[src/rtl/assert_macros.svh]
// Assertion macros for the RTL of the matrix multiply block, used by imm_ctrl.
// The macros expect signals named clk and rst_n in the module that uses them.
`ifndef ASSERT_MACROS_SVH
`define ASSERT_MACROS_SVH

// The consequent must hold in the same cycle as the antecedent.
`define ASSERT_SAME(label, ante, cons, msg) \
    label: assert property (@(posedge clk) disable iff (!rst_n) (ante) |-> (cons)) \
        else $error(msg);

// The consequent must hold in the cycle after the antecedent.
`define ASSERT_NEXT(label, ante, cons, msg) \
    label: assert property (@(posedge clk) disable iff (!rst_n) (ante) |=> (cons)) \
        else $error(msg);

`endif

[src/rtl/imm_pkg.sv]
// Shared types, codes and helpers for the integer matrix multiply block.
// Used by every module under rtl except imm_store; depends on nothing else.
`timescale 1ns / 1ps

package imm_pkg;

    localparam int MAX_DIM_DEF   = 8;
    localparam int ELEM_BITS_DEF = 8;

    localparam int ACTION_W = 2;
    localparam int IDX_W    = 3;
    localparam int VALUE_W  = 8;
    localparam int SUM_W    = 19;
    localparam int DIM_W    = 4;
    localparam int CFG_IDX_W = 2;

    localparam logic [ACTION_W-1:0] ACT_WRITE_A = 2'd0;
    localparam logic [ACTION_W-1:0] ACT_WRITE_B = 2'd1;
    localparam logic [ACTION_W-1:0] ACT_COMPUTE = 2'd2;

    localparam logic [CFG_IDX_W-1:0] CFG_A_ROWS     = 2'd0;
    localparam logic [CFG_IDX_W-1:0] CFG_INNER_SIZE = 2'd1;
    localparam logic [CFG_IDX_W-1:0] CFG_B_COLS     = 2'd2;

    localparam logic [DIM_W-1:0] DIM_RESET = 4'd8;

    // Per-cycle control for the multiply-accumulate unit.
    typedef struct packed {
        logic issue;   // a pair of operands is being read this cycle
        logic first;   // first term of the dot product
        logic lastk;   // final term of the dot product
    } mac_ctl_t;

    // A size of zero acts as one; anything above the limit acts as the limit.
    function automatic logic [DIM_W-1:0] clamp_dim(input logic [DIM_W-1:0] v,
                                                   input logic [DIM_W-1:0] lim);
        logic [DIM_W-1:0] r;
        if (v == '0)
            r = 4'd1;
        else if (v > lim)
            r = lim;
        else
            r = v;
        return r;
    endfunction

endpackage

[src/rtl/imm_store.sv]
// Element store for one matrix: one write port and one read port with
// registered read data. Stand-alone; no package dependency.
`timescale 1ns / 1ps

module imm_store #(
    parameter int DEPTH  = 64,
    parameter int DATA_W = 8,
    parameter int ADDR_W = 6
) (
    input  logic              clk,
    input  logic              we,
    input  logic [ADDR_W-1:0] waddr,
    input  logic [DATA_W-1:0] wdata,
    input  logic [ADDR_W-1:0] raddr,
    output logic [DATA_W-1:0] rdata
);

    logic [DATA_W-1:0] mem [DEPTH];
    logic [DATA_W-1:0] rdata_reg;

    always_ff @(posedge clk)
    begin
        if (we)
        begin
            mem[waddr] <= wdata;
        end
        rdata_reg <= mem[raddr];
    end

    assign rdata = rdata_reg;

endmodule

[src/rtl/imm_mac.sv]
// Shared multiply-accumulate unit: a registered multiplier feeding one
// accumulator, with a flag that holds a finished dot product. Uses imm_pkg.
`timescale 1ns / 1ps

module imm_mac #(
    parameter int ELEM_BITS = imm_pkg::ELEM_BITS_DEF
) (
    input  logic                     clk,
    input  logic                     rst_n,
    input  imm_pkg::mac_ctl_t        ctl,
    input  logic [ELEM_BITS-1:0]     a_data,
    input  logic [ELEM_BITS-1:0]     b_data,
    input  logic                     take,
    output logic                     res_ready,
    output logic [imm_pkg::SUM_W-1:0] res_sum
);

    localparam int PROD_W = 2 * ELEM_BITS;
    // At most eight terms are summed, so three guard bits are enough.
    localparam int ACC_W  = PROD_W + 3;

    imm_pkg::mac_ctl_t s1_reg;
    imm_pkg::mac_ctl_t s2_reg;
    logic [PROD_W-1:0] prod_reg;
    logic [ACC_W-1:0]  acc_reg;
    logic [ACC_W-1:0]  acc_next;
    logic              ready_reg;
    logic              ready_next;

    // s1 lines up with the read data of the stores, s2 with the product.
    always_ff @(posedge clk or negedge rst_n)
    begin
        if (!rst_n)
        begin
            s1_reg    <= '0;
            s2_reg    <= '0;
            ready_reg <= 1'b0;
        end
        else
        begin
            s1_reg    <= ctl;
            s2_reg    <= s1_reg;
            ready_reg <= ready_next;
        end
    end

    always_comb
    begin
        if (s2_reg.first)
            acc_next = ACC_W'(prod_reg);
        else
            acc_next = acc_reg + ACC_W'(prod_reg);
    end

    always_comb
    begin
        ready_next = ready_reg;
        if (s2_reg.issue && s2_reg.lastk)
            ready_next = 1'b1;
        else if (take)
            ready_next = 1'b0;
    end

    always_ff @(posedge clk)
    begin
        if (s1_reg.issue)
        begin
            prod_reg <= a_data * b_data;
        end
        if (s2_reg.issue)
        begin
            acc_reg <= acc_next;
        end
    end

    assign res_ready = ready_reg;
    assign res_sum   = imm_pkg::SUM_W'(acc_reg);

endmodule

[src/rtl/imm_ctrl.sv]
// Sequencer of the matrix multiply block: size registers, input handshake,
// the row/column/term counters and the output register. Uses imm_pkg.
`timescale 1ns / 1ps
`include "assert_macros.svh"

module imm_ctrl #(
    parameter int MAX_DIM = imm_pkg::MAX_DIM_DEF
) (
    input  logic                          clk,
    input  logic                          rst_n,
    input  logic                          in_valid,
    output logic                          in_stall,
    input  logic [imm_pkg::ACTION_W-1:0]  action,
    input  logic                          cfg_wen,
    input  logic [imm_pkg::CFG_IDX_W-1:0] cfg_addr,
    input  logic [imm_pkg::DIM_W-1:0]     cfg_data,
    output logic                          out_valid,
    input  logic                          out_stall,
    output logic [imm_pkg::IDX_W-1:0]     out_row,
    output logic [imm_pkg::IDX_W-1:0]     out_col,
    output logic [imm_pkg::SUM_W-1:0]     sum,
    output logic                          last,
    output logic [imm_pkg::IDX_W-1:0]     rd_i,
    output logic [imm_pkg::IDX_W-1:0]     rd_j,
    output logic [imm_pkg::IDX_W-1:0]     rd_k,
    output imm_pkg::mac_ctl_t             mac_ctl,
    input  logic                          res_ready,
    input  logic [imm_pkg::SUM_W-1:0]     res_sum,
    output logic                          take
);

    localparam int DIM_LIMIT = (MAX_DIM < 8) ? MAX_DIM : 8;

    localparam logic [1:0] ST_IDLE  = 2'd0;
    localparam logic [1:0] ST_ISSUE = 2'd1;
    localparam logic [1:0] ST_WAIT  = 2'd2;

    logic [1:0] state_reg;
    logic [1:0] state_next;

    logic [imm_pkg::DIM_W-1:0] a_rows_reg;
    logic [imm_pkg::DIM_W-1:0] inner_reg;
    logic [imm_pkg::DIM_W-1:0] b_cols_reg;

    logic [imm_pkg::IDX_W-1:0] i_reg, i_next;
    logic [imm_pkg::IDX_W-1:0] j_reg, j_next;
    logic [imm_pkg::IDX_W-1:0] k_reg, k_next;

    logic [imm_pkg::IDX_W-1:0] n_last;
    logic [imm_pkg::IDX_W-1:0] m_last;
    logic [imm_pkg::IDX_W-1:0] l_last;

    logic                      out_valid_reg, out_valid_next;
    logic [imm_pkg::IDX_W-1:0] out_row_reg;
    logic [imm_pkg::IDX_W-1:0] out_col_reg;
    logic [imm_pkg::SUM_W-1:0] out_sum_reg;
    logic                      out_last_reg;

    logic in_accept;
    logic out_free;
    logic load;
    logic entry_last;
    logic k_last;

    assign n_last = imm_pkg::IDX_W'(imm_pkg::clamp_dim(a_rows_reg,
                        imm_pkg::DIM_W'(DIM_LIMIT)) - 4'd1);
    assign m_last = imm_pkg::IDX_W'(imm_pkg::clamp_dim(inner_reg,
                        imm_pkg::DIM_W'(DIM_LIMIT)) - 4'd1);
    assign l_last = imm_pkg::IDX_W'(imm_pkg::clamp_dim(b_cols_reg,
                        imm_pkg::DIM_W'(DIM_LIMIT)) - 4'd1);

    assign in_stall   = (state_reg != ST_IDLE);
    assign in_accept  = in_valid && (state_reg == ST_IDLE);
    assign out_free   = !out_valid_reg || !out_stall;
    assign load       = (state_reg == ST_WAIT) && res_ready && out_free;
    assign entry_last = (i_reg == n_last) && (j_reg == l_last);
    assign k_last     = (k_reg == m_last);

    always_comb
    begin
        state_next = state_reg;
        i_next     = i_reg;
        j_next     = j_reg;
        k_next     = k_reg;
        case (state_reg)
            ST_IDLE:
            begin
                if (in_accept && (action == imm_pkg::ACT_COMPUTE))
                begin
                    state_next = ST_ISSUE;
                    i_next     = '0;
                    j_next     = '0;
                    k_next     = '0;
                end
            end
            ST_ISSUE:
            begin
                if (k_last)
                begin
                    state_next = ST_WAIT;
                    k_next     = '0;
                end
                else
                begin
                    k_next = k_reg + 3'd1;
                end
            end
            ST_WAIT:
            begin
                // The entry leaves only once the output register can take it.
                if (load)
                begin
                    if (entry_last)
                    begin
                        state_next = ST_IDLE;
                    end
                    else
                    begin
                        state_next = ST_ISSUE;
                        if (j_reg == l_last)
                        begin
                            j_next = '0;
                            i_next = i_reg + 3'd1;
                        end
                        else
                        begin
                            j_next = j_reg + 3'd1;
                        end
                    end
                end
            end
            default:
            begin
                state_next = ST_IDLE;
            end
        endcase
    end

    always_comb
    begin
        out_valid_next = out_valid_reg;
        if (load)
            out_valid_next = 1'b1;
        else if (!out_stall)
            out_valid_next = 1'b0;
    end

    always_ff @(posedge clk or negedge rst_n)
    begin
        if (!rst_n)
        begin
            state_reg     <= ST_IDLE;
            i_reg         <= '0;
            j_reg         <= '0;
            k_reg         <= '0;
            out_valid_reg <= 1'b0;
            a_rows_reg    <= imm_pkg::DIM_RESET;
            inner_reg     <= imm_pkg::DIM_RESET;
            b_cols_reg    <= imm_pkg::DIM_RESET;
        end
        else
        begin
            state_reg     <= state_next;
            i_reg         <= i_next;
            j_reg         <= j_next;
            k_reg         <= k_next;
            out_valid_reg <= out_valid_next;
            if (cfg_wen)
            begin
                case (cfg_addr)
                    imm_pkg::CFG_A_ROWS:     a_rows_reg <= cfg_data;
                    imm_pkg::CFG_INNER_SIZE: inner_reg  <= cfg_data;
                    imm_pkg::CFG_B_COLS:     b_cols_reg <= cfg_data;
                    default:
                    begin
                    end
                endcase
            end
        end
    end

    always_ff @(posedge clk)
    begin
        if (load)
        begin
            out_row_reg  <= i_reg;
            out_col_reg  <= j_reg;
            out_sum_reg  <= res_sum;
            out_last_reg <= entry_last;
        end
    end

    assign mac_ctl.issue = (state_reg == ST_ISSUE);
    assign mac_ctl.first = (k_reg == '0);
    assign mac_ctl.lastk = k_last;

    assign rd_i = i_reg;
    assign rd_j = j_reg;
    assign rd_k = k_reg;
    assign take = load;

    assign out_valid = out_valid_reg;
    assign out_row   = out_row_reg;
    assign out_col   = out_col_reg;
    assign sum       = out_sum_reg;
    assign last      = out_last_reg;

    `ASSERT_NEXT(a_issue_to_wait, (state_reg == ST_ISSUE) && k_last, state_reg == ST_WAIT, "issue of the final term did not lead to the wait state")
    `ASSERT_SAME(a_ready_in_wait, $rose(res_ready), state_reg == ST_WAIT, "dot product finished outside the wait state")
    `ASSERT_NEXT(a_last_beat_idle, load && entry_last, (state_reg == ST_IDLE) && out_valid && last, "final entry did not end the product")

endmodule

[src/rtl/integer_matrix_multiply.sv]
// Top level of the integer matrix multiply block: element stores, the
// shared multiply-accumulate unit and the sequencer. Uses imm_pkg.
`timescale 1ns / 1ps

// An element write (action 0 for A, 1 for B) is stored as it is taken and
// gives no beat. A compute item (action 2) emits a_rows * b_cols beats in
// row-major order, the final one marked by last; the input is stalled until
// the final beat has been loaded into the output register. The single
// multiplier and the one read port of each store read one term per cycle;
// the registered read, the registered product and the accumulator then lie
// between the final term and the load of the entry, and a stalled output
// holds the entry in the wait state. The user is to write sizes through the
// cfg port only while the block is idle; the block does not enforce this.
// 0 acts as 1 and values above min(store dimension, 8) act as that limit.
// Elements must be written before they are used by a compute.
module integer_matrix_multiply #(
    parameter int MAX_DIM   = imm_pkg::MAX_DIM_DEF,
    parameter int ELEM_BITS = imm_pkg::ELEM_BITS_DEF
) (
    input  logic                          clk,
    input  logic                          rst_n,
    input  logic                          in_valid,
    output logic                          in_stall,
    input  logic [imm_pkg::ACTION_W-1:0]  action,
    input  logic [imm_pkg::IDX_W-1:0]     row,
    input  logic [imm_pkg::IDX_W-1:0]     col,
    input  logic [imm_pkg::VALUE_W-1:0]   value,
    input  logic                          cfg_wen,
    input  logic [imm_pkg::CFG_IDX_W-1:0] cfg_addr,
    input  logic [imm_pkg::DIM_W-1:0]     cfg_data,
    output logic                          out_valid,
    input  logic                          out_stall,
    output logic [imm_pkg::IDX_W-1:0]     out_row,
    output logic [imm_pkg::IDX_W-1:0]     out_col,
    output logic [imm_pkg::SUM_W-1:0]     sum,
    output logic                          last
);

    localparam int STORE_DEPTH = MAX_DIM * MAX_DIM;
    localparam int ADDR_W      = (STORE_DEPTH > 1) ? $clog2(STORE_DEPTH) : 1;

    logic                      in_accept;
    logic                      wr_in_range;
    logic                      a_we;
    logic                      b_we;
    logic [ADDR_W-1:0]         waddr;
    logic [ELEM_BITS-1:0]      wdata;
    logic [ADDR_W-1:0]         a_raddr;
    logic [ADDR_W-1:0]         b_raddr;
    logic [ELEM_BITS-1:0]      a_rdata;
    logic [ELEM_BITS-1:0]      b_rdata;
    logic [imm_pkg::IDX_W-1:0] rd_i;
    logic [imm_pkg::IDX_W-1:0] rd_j;
    logic [imm_pkg::IDX_W-1:0] rd_k;
    imm_pkg::mac_ctl_t         mac_ctl;
    logic                      res_ready;
    logic [imm_pkg::SUM_W-1:0] res_sum;
    logic                      take;

    assign in_accept   = in_valid && !in_stall;
    // Writes outside the store dimension are dropped.
    assign wr_in_range = (int'(row) < MAX_DIM) && (int'(col) < MAX_DIM);
    assign a_we  = in_accept && wr_in_range && (action == imm_pkg::ACT_WRITE_A);
    assign b_we  = in_accept && wr_in_range && (action == imm_pkg::ACT_WRITE_B);
    assign waddr = ADDR_W'(row) * ADDR_W'(MAX_DIM) + ADDR_W'(col);
    assign wdata = ELEM_BITS'(value);

    assign a_raddr = ADDR_W'(rd_i) * ADDR_W'(MAX_DIM) + ADDR_W'(rd_k);
    assign b_raddr = ADDR_W'(rd_k) * ADDR_W'(MAX_DIM) + ADDR_W'(rd_j);

    imm_store #(
        .DEPTH  (STORE_DEPTH),
        .DATA_W (ELEM_BITS),
        .ADDR_W (ADDR_W)
    ) u_a_store (
        .clk   (clk),
        .we    (a_we),
        .waddr (waddr),
        .wdata (wdata),
        .raddr (a_raddr),
        .rdata (a_rdata)
    );

    imm_store #(
        .DEPTH  (STORE_DEPTH),
        .DATA_W (ELEM_BITS),
        .ADDR_W (ADDR_W)
    ) u_b_store (
        .clk   (clk),
        .we    (b_we),
        .waddr (waddr),
        .wdata (wdata),
        .raddr (b_raddr),
        .rdata (b_rdata)
    );

    imm_mac #(
        .ELEM_BITS (ELEM_BITS)
    ) u_mac (
        .clk       (clk),
        .rst_n     (rst_n),
        .ctl       (mac_ctl),
        .a_data    (a_rdata),
        .b_data    (b_rdata),
        .take      (take),
        .res_ready (res_ready),
        .res_sum   (res_sum)
    );

    imm_ctrl #(
        .MAX_DIM (MAX_DIM)
    ) u_ctrl (
        .clk       (clk),
        .rst_n     (rst_n),
        .in_valid  (in_valid),
        .in_stall  (in_stall),
        .action    (action),
        .cfg_wen   (cfg_wen),
        .cfg_addr  (cfg_addr),
        .cfg_data  (cfg_data),
        .out_valid (out_valid),
        .out_stall (out_stall),
        .out_row   (out_row),
        .out_col   (out_col),
        .sum       (sum),
        .last      (last),
        .rd_i      (rd_i),
        .rd_j      (rd_j),
        .rd_k      (rd_k),
        .mac_ctl   (mac_ctl),
        .res_ready (res_ready),
        .res_sum   (res_sum),
        .take      (take)
    );

endmodule
[config.mk]
export PLATFORM = sky130hd
export DESIGN_NAME = integer_matrix_multiply
export DESIGN_NICKNAME = d
export VERILOG_FILES = /design/src/rtl/imm_pkg.sv /design/src/rtl/imm_store.sv /design/src/rtl/imm_mac.sv /design/src/rtl/imm_ctrl.sv /design/src/rtl/integer_matrix_multiply.sv
export VERILOG_INCLUDE_DIRS = /design/src /design/src/rtl
export SDC_FILE = /design/constraint.sdc
export NUM_CORES = 1
export LEC_CHECK = 0
export BUFFER_PORTS_ARGS = -buffer_cell sky130_fd_sc_hd__buf_2
export CORE_ASPECT_RATIO = 0.7
export CORE_UTILIZATION = 45
export CTS_BUF_LIST = sky130_fd_sc_hd__clkbuf_8
export DETAILED_ROUTE_END_ITERATION = 8
export SYNTH_ARGS = -nofsm -noshare
export SYNTH_HDL_FRONTEND = slang
export SYNTH_SLANG_ARGS = --single-unit
export TNS_END_PERCENT = 10
[constraint.sdc]
create_clock -name clk -period 4 [get_ports clk]
set_clock_uncertainty 0.2 [all_clocks]
set_input_delay 0.2 -clock clk [delete_from_list [all_inputs] [get_ports clk]]
set_output_delay 0.2 -clock clk [all_outputs]
set_load 0.05 [all_outputs]
# After elaboration in Yosys (flattened, before gate mapping)
# Memories as Yosys holds them, arrays and structs flattened. A register that Yosys moved wholly into a read port is not among the register bits.
# Index checks and enable logic that the tools add are counted.
[op_classes]
magnitude_cmp = 3
muxes = 31
n_mul = 1
n_eq_ne = 15
reduce_logical = 31
add_sub_neg = 10
[op_table]
columns = ["op", "count"]
rows = [
  ["$mux 3", 14],
  ["$add 19x16->19", 1],
  ["$add 6x3->6", 3],
  ["$pmux 3 s2", 3],
  ["$mul 8x8->16", 1],
  ["$mux 16", 1],
  ["$gt 4x4->1 const B", 3],
  ["$logic_not 4->1", 3],
  ["$ne 2x2->1 const B", 5],
  ["$add 3x1->3 const B", 3],
  ["$eq 3x3->1", 3],
  ["$logic_and 1x1->1", 9],
  ["$mux 1", 9],
  ["$sub 3x1->3 const B", 3],
  ["$reduce_and 2->1", 4],
  ["$reduce_bool 2->1", 4],
  ["$eq 2x1->1 const B", 3],
  ["$eq 2x2->1 const B", 3],
  ["$logic_not 2->1", 3],
  ["$mux 2", 3],
  ["$pmux 2 s3", 1],
  ["$reduce_and 5->1", 1],
  ["$reduce_and 4->1", 1],
  ["$logic_not 1->1", 3],
  ["4 further kinds", 4],
]
[word_totals]
input_bits = 27
ram_bits = 1024
output_inout_bits = 28
elab_cells = 115
ff_bits = 92
n_memories = 2
[memory_table]
columns = ["name", "words", "word_bits", "read_ports", "rd_clocked_by_memory_dff", "write_ports", "line_no", "source"]
rows = [
  ["u_a_store.mem", 64, 8, 1, 1, 1, "imm_store.sv:18", "logic [DATA_W-1:0] mem [DEPTH];"],
  ["u_b_store.mem", 64, 8, 1, 1, 1, "imm_store.sv:18", ""],
]

# Depth between registers and ports, before layout
# Gate-level depths: netlist of the first run.
[depth]
word_depth = 9
ltp_mapped = 16
mapped_depth_nobuf = 16

# By module
# From an unflattened synthesis of the first run, not the netlist that was laid out.
[unflattened]
cells_unflattened = 2469
area_unflattened_um2 = 46817.4
[by_module_without_submodules]
columns = ["module", "instances", "cells_each", "area_each_um2"]
rows = [
  ["imm_store", 2, 940, 20166.8],
  ["imm_mac", 1, 428, 4265.3],
  ["imm_ctrl", 1, 159, 2190.9],
  ["integer_matrix_multiply", 1, 2, 27.5],
]

# Least setup slack after synthesis of the first run
# Ideal clock, no wire load.
[synth_timing]
path_type = "reg2reg"
startpoint = "reg u_a_store.rdata_reg[5] (netlist: u_a_store.rdata[5]) (read register of u_a_store.mem)"
endpoint = "reg u_mac.prod_reg[14], data pin"
period_less_slack_ns = 4.376
setup_slack_ns = -0.376
setup_time_ns = 0.259
n_path_buf = 0
stages_incl_launch_ff = 16
t_arrival_ns = 3.917
t_required_ns = 3.541
path_cell_list = "dfxtp_1 -> nand2_1 -> fa_1 -> fa_1 -> inv_1 -> fa_1 -> inv_1 -> fa_1 -> inv_1 -> ha_1 -> o21ai_0 -> nand2b_1 -> a31oi_1 -> nor2_1 -> a221o_1 -> xor2_1"
[synth_via]
elab_chain_len = 1
[synth_lines]
columns = ["element", "line_no", "source"]
rows = [
  ["from (decl)", "imm_store.sv:19", "logic [DATA_W-1:0] rdata_reg;"],
  ["$mul 8x8->16", "imm_mac.sv:68", "prod_reg <= a_data * b_data;"],
  ["to (signal assigned)", "imm_mac.sv:68", ""],
  ["to (decl)", "imm_mac.sv:24", "logic [PROD_W-1:0] prod_reg;"],
]
# No other way between the ends.
# A chain may end at the register's enable or synchronous reset.

# Final worst setup path of the first run
[layout_timing]
startpoint = "reg u_a_store.rdata_reg[2] (netlist: u_a_store.rdata[2]) (read register of u_a_store.mem)"
endpoint = "reg u_mac.prod_reg[14], data pin"
# The elaborated chain is that of the path after synthesis.

==> metrics.yaml, run 1 <==
finish:
  layout.cells.non_filler: 4210
  areaGrowthSynthToFinish_pct: 14.1
  seq_area_mm2: 0.0337
  multi_input_area_mm2: 0.0119
  nets: 2857
  fillerInstances: 8077
  layout-drive-gt1-share_pct: 26.2
  reg_top3: "u_a_store.mem: 512 flops, u_b_store.mem: 512 flops"
routing:
  wl_met2_um: 47100
  vias: 24284
  drc: 0
  met1_length_um: 52200
  drtAntennaViolNets: 0
  wl_met3_um: 9770
  dr.pass1.iters: 5
  wl_um: 111000
  wire_per_inst_um: 26.3
  routed.top_layer: "met5"
  viasPerCell: 5.77
  drt_iter0_drc: 2382
place:
  dp_cells: 3860
  globalplace.congestion: 0.879
  hpwl_um: 69700
  portBuffers: 54
clocking:
  clkLatencyLatePin_ns: 0.86
  cts_setup_buffers: 0
  cts-buffers-inserted: 169
  cts.clk_slew.worst_paths_ns: 0.08
  clockBufferDepth: 3
  cts.sinks: 1132
  cts_tree: "done"
  cts-root-buf: "clkbuf_8"
  htreeDepth: 4
sta:
  period_share_pct: 107
  hold_violations: 0
  tns_ns: -0.898
  max_freq_mhz: 234
  slew_headroom_pct: 13.4
  rsz0062_at_grt: "yes"
  slew_viol_final: 0
  finalWorstSetupSlack_ns: -0.269
  worstMarginPinSlew_ns: 1.30
  setup_violations: 5
  period_needed_ns: 4.27
logic_synthesis:
  synth_most_common_cell: "edfxtp_1"
  synth_edf_count: 1085
  async_reset_ff_share_pct: 2.74
  ys_warn_count: 0
  mappedNetlistArea_mm2: 0.0463
  synth_cell_types: 68
  synthFlopType: "edfxtp_1"
  yosys-top-cells-count: "edfxtp_1, mux4_2, nor2_1"
  ys_top_cells_by_area: "edfxtp_1, mux4_2, fa_1, ha_1, nor2_1"
  synth_top_cell_by_area: "edfxtp_1"
  syn_inst: 2419
  yosysSeqAreaShare_pct: 72.8
  synth.net_count: 2542
  synth_top_area_share_pct: 70.4
  synth.avg_cell_area_um2: 19.1
  synth-seq-cells: 1132
worst_setup_path:
  max_stage_delay_ns: 0.54
  crit_family: "adder cells"
  required_ns: 4.38
  worstSetupPathType: "flop to flop"
  cp_max_fo: 6
  path_buf_inv: 4
  critical_path_arrival_ns: 4.65
  start_kind: "flop"
  cp_slowest_cell: "fa_1"
  crit_chain: "buf_4, and2_1, fa_1, fa_1, fa_1, inv_1, fa_1, inv_1, ha_4, buf_4, nand2b_1, a31oi_2, nor2_1, a221o_1, xor2_1"
  path_common_cell: "fa_1"
  end_kind: "flop"
die:
  die_h_um: 270
  die_area_mm2: 0.104
  num_rows: 97
  ios: 55
  core-area_mm2: 0.101
  die_w_um: 385
  initial_core_util_pct: 45.8
power:
  ir_drop_v: 0.00138
  powerDensity_mw_per_mm2: 797
  power_leakage_nw: 17.4
run_status:
  outcome: "finished with violations"
  violations: "negative setup slack"
global_route:
  grt_max_degree: 106
  grt_pass1_wl_um: 165000
  antenna_found_initial: 10
  first_global_vias: 24617
  gr-total-overflow: 0
  track_usage_pct: 21.8
run:
  drv_cap: 0
worst_hold_path:
  min_path_type: "primary input to flop"
==> metrics by stage <==
step	hold slack (ns)	instance area, um^2	setup WS [ns]	total power, W	util [%]
3_3_place_gp	0.0631	49200	-0.269	0.0327	48.7
4_1_cts	0.00676	52800	-0.259	0.0423	52.3
5_1_grt	0.0818	52800	-0.394	0.0449	52.3
6_report	0.112	52800	-0.269	0.0421	52.3
2_1_floorplan	-0.296	46300	-0.0703	0.0271	-
3_5_place_dp	0.0779	49200	-0.377	0.0329	48.7
==> area by class of cell <==
cell class	instances	share of cell area, %
diodes	3	0.0142
clock buffers	173	4.51
clock inverters	135	1.51
inverters	67	0.476
multi-input cells	1109	22.6
flip-flops and latches	1132	63.9
well taps	1336	3.17
repair buffers	255	3.90
==> report_power, final <==
group	total (W)	internal (W)	switching, W	leakage, nW
logic	0.0183	0.00908	0.00922	5.29
registers	0.0148	0.0141	0.000706	10.3
clock network	0.00898	0.00446	0.00452	1.81
total	0.0421	0.0276	0.0145	17.4
==> kinds of logic after synthesis <==
group	Yosys count	share of synthesized area (%)
fa+ha+maj	96	3.20
simple gates	485	5.07
buf+inv	178	1.68
compound gates	210	3.26
xor+xnor	29	0.549
mux	289	13.4
flops	1132	72.8
==> path summary, 6_finish.rpt <==
kind                                         start                   end  slack (ns)  depth (start not counted)
worst max register to register  u_a_store.rdata[2]    u_mac.prod_reg[14]       -0.27                         15
min in group asynchronous                    rst_n  u_ctrl.a_rows_reg[3]        0.27                          3
worst max-delay path            u_a_store.rdata[2]    u_mac.prod_reg[14]       -0.27                         15
worst min-delay path                        col[2]  u_b_store.mem[37][0]        0.11                          4
max in group asynchronous                    rst_n        u_ctrl.rd_k[0]        3.13                          4
worst min register to register     u_mac.s1_reg[0]       u_mac.s2_reg[0]        0.15                          0
==> layer usage <==
layer	global-route usage, %	vias up
met1	34.6	12704
met3	5.27	136
met4	5.63	8
met2	29.8	1034
li1	-	10402
met5	0	-
==> tightest hold or removal path: cells and delay by family <==
| kind | cells | cell delay, ns |
|---|---|---|
| buf+inv | 2 | 0.43 |
| simple gates | 2 | 0.36 |
==> layout by cell type (no fill, tap or decap), drive strengths merged, types with 11 or more instances in the layout <==
cell / n
edfxtp: 1085
mux4: 264
buf: 217
nor2: 188
clkbuf: 173
inv: 125
a22oi: 85
nand2: 81
clkinv: 69
nand3: 64
ha: 59
and2: 57
dlygate4sd3: 38
fa: 37
dfrtp: 28
o21ai: 26
nor2b: 22
a21oi: 21
xnor2: 20
dfxtp: 16
nand2b: 14
mux2: 14
and4: 12
mux2i: 11
==> what timing repair did <==
item | in CTS | in global routing
pin swaps | 3 | 0
hold buffers | 39 | 0
hold endpoints to repair | 1115 | 0
resized for setup | 9 | 2
setup endpoints to repair | 6 | 11
(Power assumes the default switching activity.)
==> run 2: changes to the inputs <==
--- a/config.mk
+++ b/config.mk
@@ -6,11 +6,14 @@
 export SDC_FILE = /design/constraint.sdc
 export NUM_CORES = 1
 export LEC_CHECK = 0
+export ABC_CLOCK_PERIOD_IN_PS = 4000
 export BUFFER_PORTS_ARGS = -buffer_cell sky130_fd_sc_hd__buf_2
+export CAP_MARGIN = 20
 export CORE_ASPECT_RATIO = 0.7
 export CORE_UTILIZATION = 45
 export CTS_BUF_LIST = sky130_fd_sc_hd__clkbuf_8
 export DETAILED_ROUTE_END_ITERATION = 8
+export RECOVER_POWER = 100
 export SYNTH_ARGS = -nofsm -noshare
 export SYNTH_HDL_FRONTEND = slang
 export SYNTH_SLANG_ARGS = --single-unit
==> metrics.yaml, run 2 (synthesis results as in run 1) <==
run_status:
  outcome: "finished with violations"  # unchanged
  violations: "max-capacitance violations, max-slew violations, negative setup slack"  # was negative setup slack
die:
  num_rows: 97  # unchanged
  ios: 55  # unchanged
  die_h_um: 270  # unchanged
  die_w_um: 385  # unchanged
  initial_core_util_pct: 45.8  # unchanged
  core-area_mm2: 0.101  # unchanged
  die_area_mm2: 0.104  # unchanged
finish:
  mostFrequentLayoutCell: "edfxtp_1"  # unchanged
  layout_common_cells: "edfxtp_1, mux4_2, nor2_1"  # unchanged
  layout-drive-gt1-share_pct: 22.1  # was 26.2%
  areaGrowthSynthToFinish_pct: 13.1  # was 14.1%
  multi_input_area_mm2: 0.0119  # about the same
  nets: 2858  # was 2857
  seq_area_mm2: 0.0337  # about the same
  reg_top3: "u_a_store.mem: 512 flops, u_b_store.mem: 512 flops"  # unchanged
  final_area_mm2: 0.0523  # was 0.0528 mm^2
  fillerInstances: 8193  # was 8077
global_route:
  antenna_found_initial: 10  # unchanged
  first_global_vias: 24617  # unchanged
  gr-total-overflow: 0  # unchanged
  track_usage_pct: 21.8  # unchanged
  grt_max_degree: 106  # unchanged
  grt_pass1_wl_um: 165000  # unchanged
power:
  p_clk_share_pct: 21.3  # about the same
  seqPwrFrac_pct: 35.2  # about the same
  swShare_pct: 34.3  # about the same
  power_frac_comb_pct: 43.5  # about the same
  power_leakage_nw: 16.9  # was 17.4 nW
  p_int_w: 0.0276  # about the same
  p_sw_w: 0.0144  # was 0.0145 W
  power_w: 0.0421  # about the same
  ir_drop_v: 0.00139  # was 0.00138 V
  powerDensity_mw_per_mm2: 804  # was 797 mW/mm^2
clocking:
  cts.clk_slew.worst_paths_ns: 0.07  # was 0.08 ns
  cts-root-buf: "clkbuf_8"  # unchanged
  cts.sinks: 1132  # unchanged
  clockBufferDepth: 3  # unchanged
  clkLatencyLatePin_ns: 0.87  # was 0.86 ns
  cts-buffers-inserted: 169  # unchanged
  cts_tree: "done"  # unchanged
  htreeDepth: 4  # unchanged
  cts_setup_buffers: 0  # unchanged
place:
  globalplace.congestion: 0.879  # unchanged
  portBuffers: 54  # unchanged
  hpwl_um: 69700  # unchanged
  placed_area_mm2: 0.0492  # unchanged
routing:
  viasPerCell: 5.78  # was 5.77
  vias: 24355  # was 24284
  wl_um: 111000  # about the same
  drtAntennaViolNets: 0  # unchanged
  wire_per_inst_um: 26.4  # was 26.3 um
  drc: 0  # unchanged
  drt_iter0_drc: 2458  # was 2382
  dr.pass1.iters: 5  # unchanged
worst_setup_path:
  cp_max_fo: 6  # unchanged
  reg2reg_slack_ns: -0.27  # about the same
  worstSetupPathType: "flop to flop"  # unchanged
  end_kind: "flop"  # unchanged
  critical_path_arrival_ns: 4.65  # about the same
  required_ns: 4.38  # about the same
  start_kind: "flop"  # unchanged
sta:
  hold-worst-slack_ns: 0.102  # was 0.112 ns
  worstMarginPinSlew_ns: 3.58  # was 1.30 ns
  period_share_pct: 107  # about the same
  setup_violations: 17  # was 5
  rsz0062_at_grt: "yes"  # unchanged
  slew_headroom_pct: -139  # was 13.4%
  period_needed_ns: 4.27  # about the same
  tns_ns: -1.64  # was -0.898 ns
  hold_violations: 0  # unchanged
  max_freq_mhz: 234  # about the same
  finalWorstSetupSlack_ns: -0.268  # was -0.269 ns
  slew_viol_final: 798  # was 0
worst_hold_path:
  min_path_type: "primary input to flop"  # unchanged
run:
  drv_cap: 17  # was 0
==> run 2: cell count changes in the layout (fill, tap and decap cells not counted), sizes merged <==
cell	change
clkbuf	+135
buf	-134
==> run 2: power groups by stage <==
| stage | sequential [W] | clock [W] | combinational [W] |
|---|---|---|---|
| after floorplan | 0.0147 | 0 | 0.0124 |
| after detailed placement | 0.0151 | 0 | 0.0178 |
| after CTS | 0.0148 | 0.00919 | 0.0183 |
| final | 0.0148 | 0.00898 | 0.0183 |
| after global routing | 0.0149 | 0.00968 | 0.0203 |
| after global placement | 0.0150 | 0 | 0.0177 |
==> run 2: final cells by class <==
type / count / share of cell area (%)
inverters: 67 / 0.481
flip-flops and latches: 1132 / 64.4
clock buffers: 173 / 4.55
repair buffers: 256 / 3.13
well taps: 1336 / 3.19
diodes: 3 / 0.0143
clock inverters: 135 / 1.52
multi-input cells: 1109 / 22.7
==> run 2: worst max-delay path, cell delays in order (launching register included) <==
cell	delay, ns
dfxtp_2	0.35
buf_4	0.14
and2_1	0.15
fa_1	0.54
fa_1	0.44
fa_1	0.49
inv_1	0.05
fa_1	0.47
inv_1	0.06
ha_4	0.15
buf_4	0.12
nand2b_1	0.14
a31oi_2	0.20
nor2_1	0.06
a221o_1	0.30
xor2_1	0.14
==> run 2: path summary, 6_finish.rpt <==
check / cells after the start / from / endpoint
min reg2reg: 0 / u_mac.s1_reg[0] / u_mac.s2_reg[0]
min in group asynchronous: 3 / rst_n / u_ctrl.a_rows_reg[3]
max reg2reg: 15 / u_a_store.rdata[2] / u_mac.prod_reg[14]
min: 4 / col[2] / u_b_store.mem[37][0]
max in group asynchronous: 4 / rst_n / u_ctrl.rd_k[1]
max: 15 / u_a_store.rdata[2] / u_mac.prod_reg[14]
==> run 2: through the flow <==
stage               utilization [%]  std cells  worst slack [ns]
finish                         51.8       4211            -0.268
global route                   51.8       4208            -0.394
CTS                            52.3       4207            -0.259
detailed placement             48.7       3860            -0.377
global placement               48.7       3860            -0.269
floorplan                         -       2419           -0.0703
==> run 2: per-layer routing <==
layer,wire [um],global-route usage (%),vias to the layer above,share of wire (%)
met1,52000,34.6,12779,47
met2,47300,29.8,1035,43
met4,1660,5.63,8,1.5
met3,10100,5.27,131,9.1
li1,-,-,10402,-
met5,45,0,-,0.041
==> run 2: timing repair <==
action | CTS | global route
gates cloned | 0 | 0
setup endpoints to repair | 6 | 11
hold buffers | 39 | 0
pin swaps | 3 | 0
gates resized for setup | 9 | 2
endpoints found under the hold margin | 1115 | 0
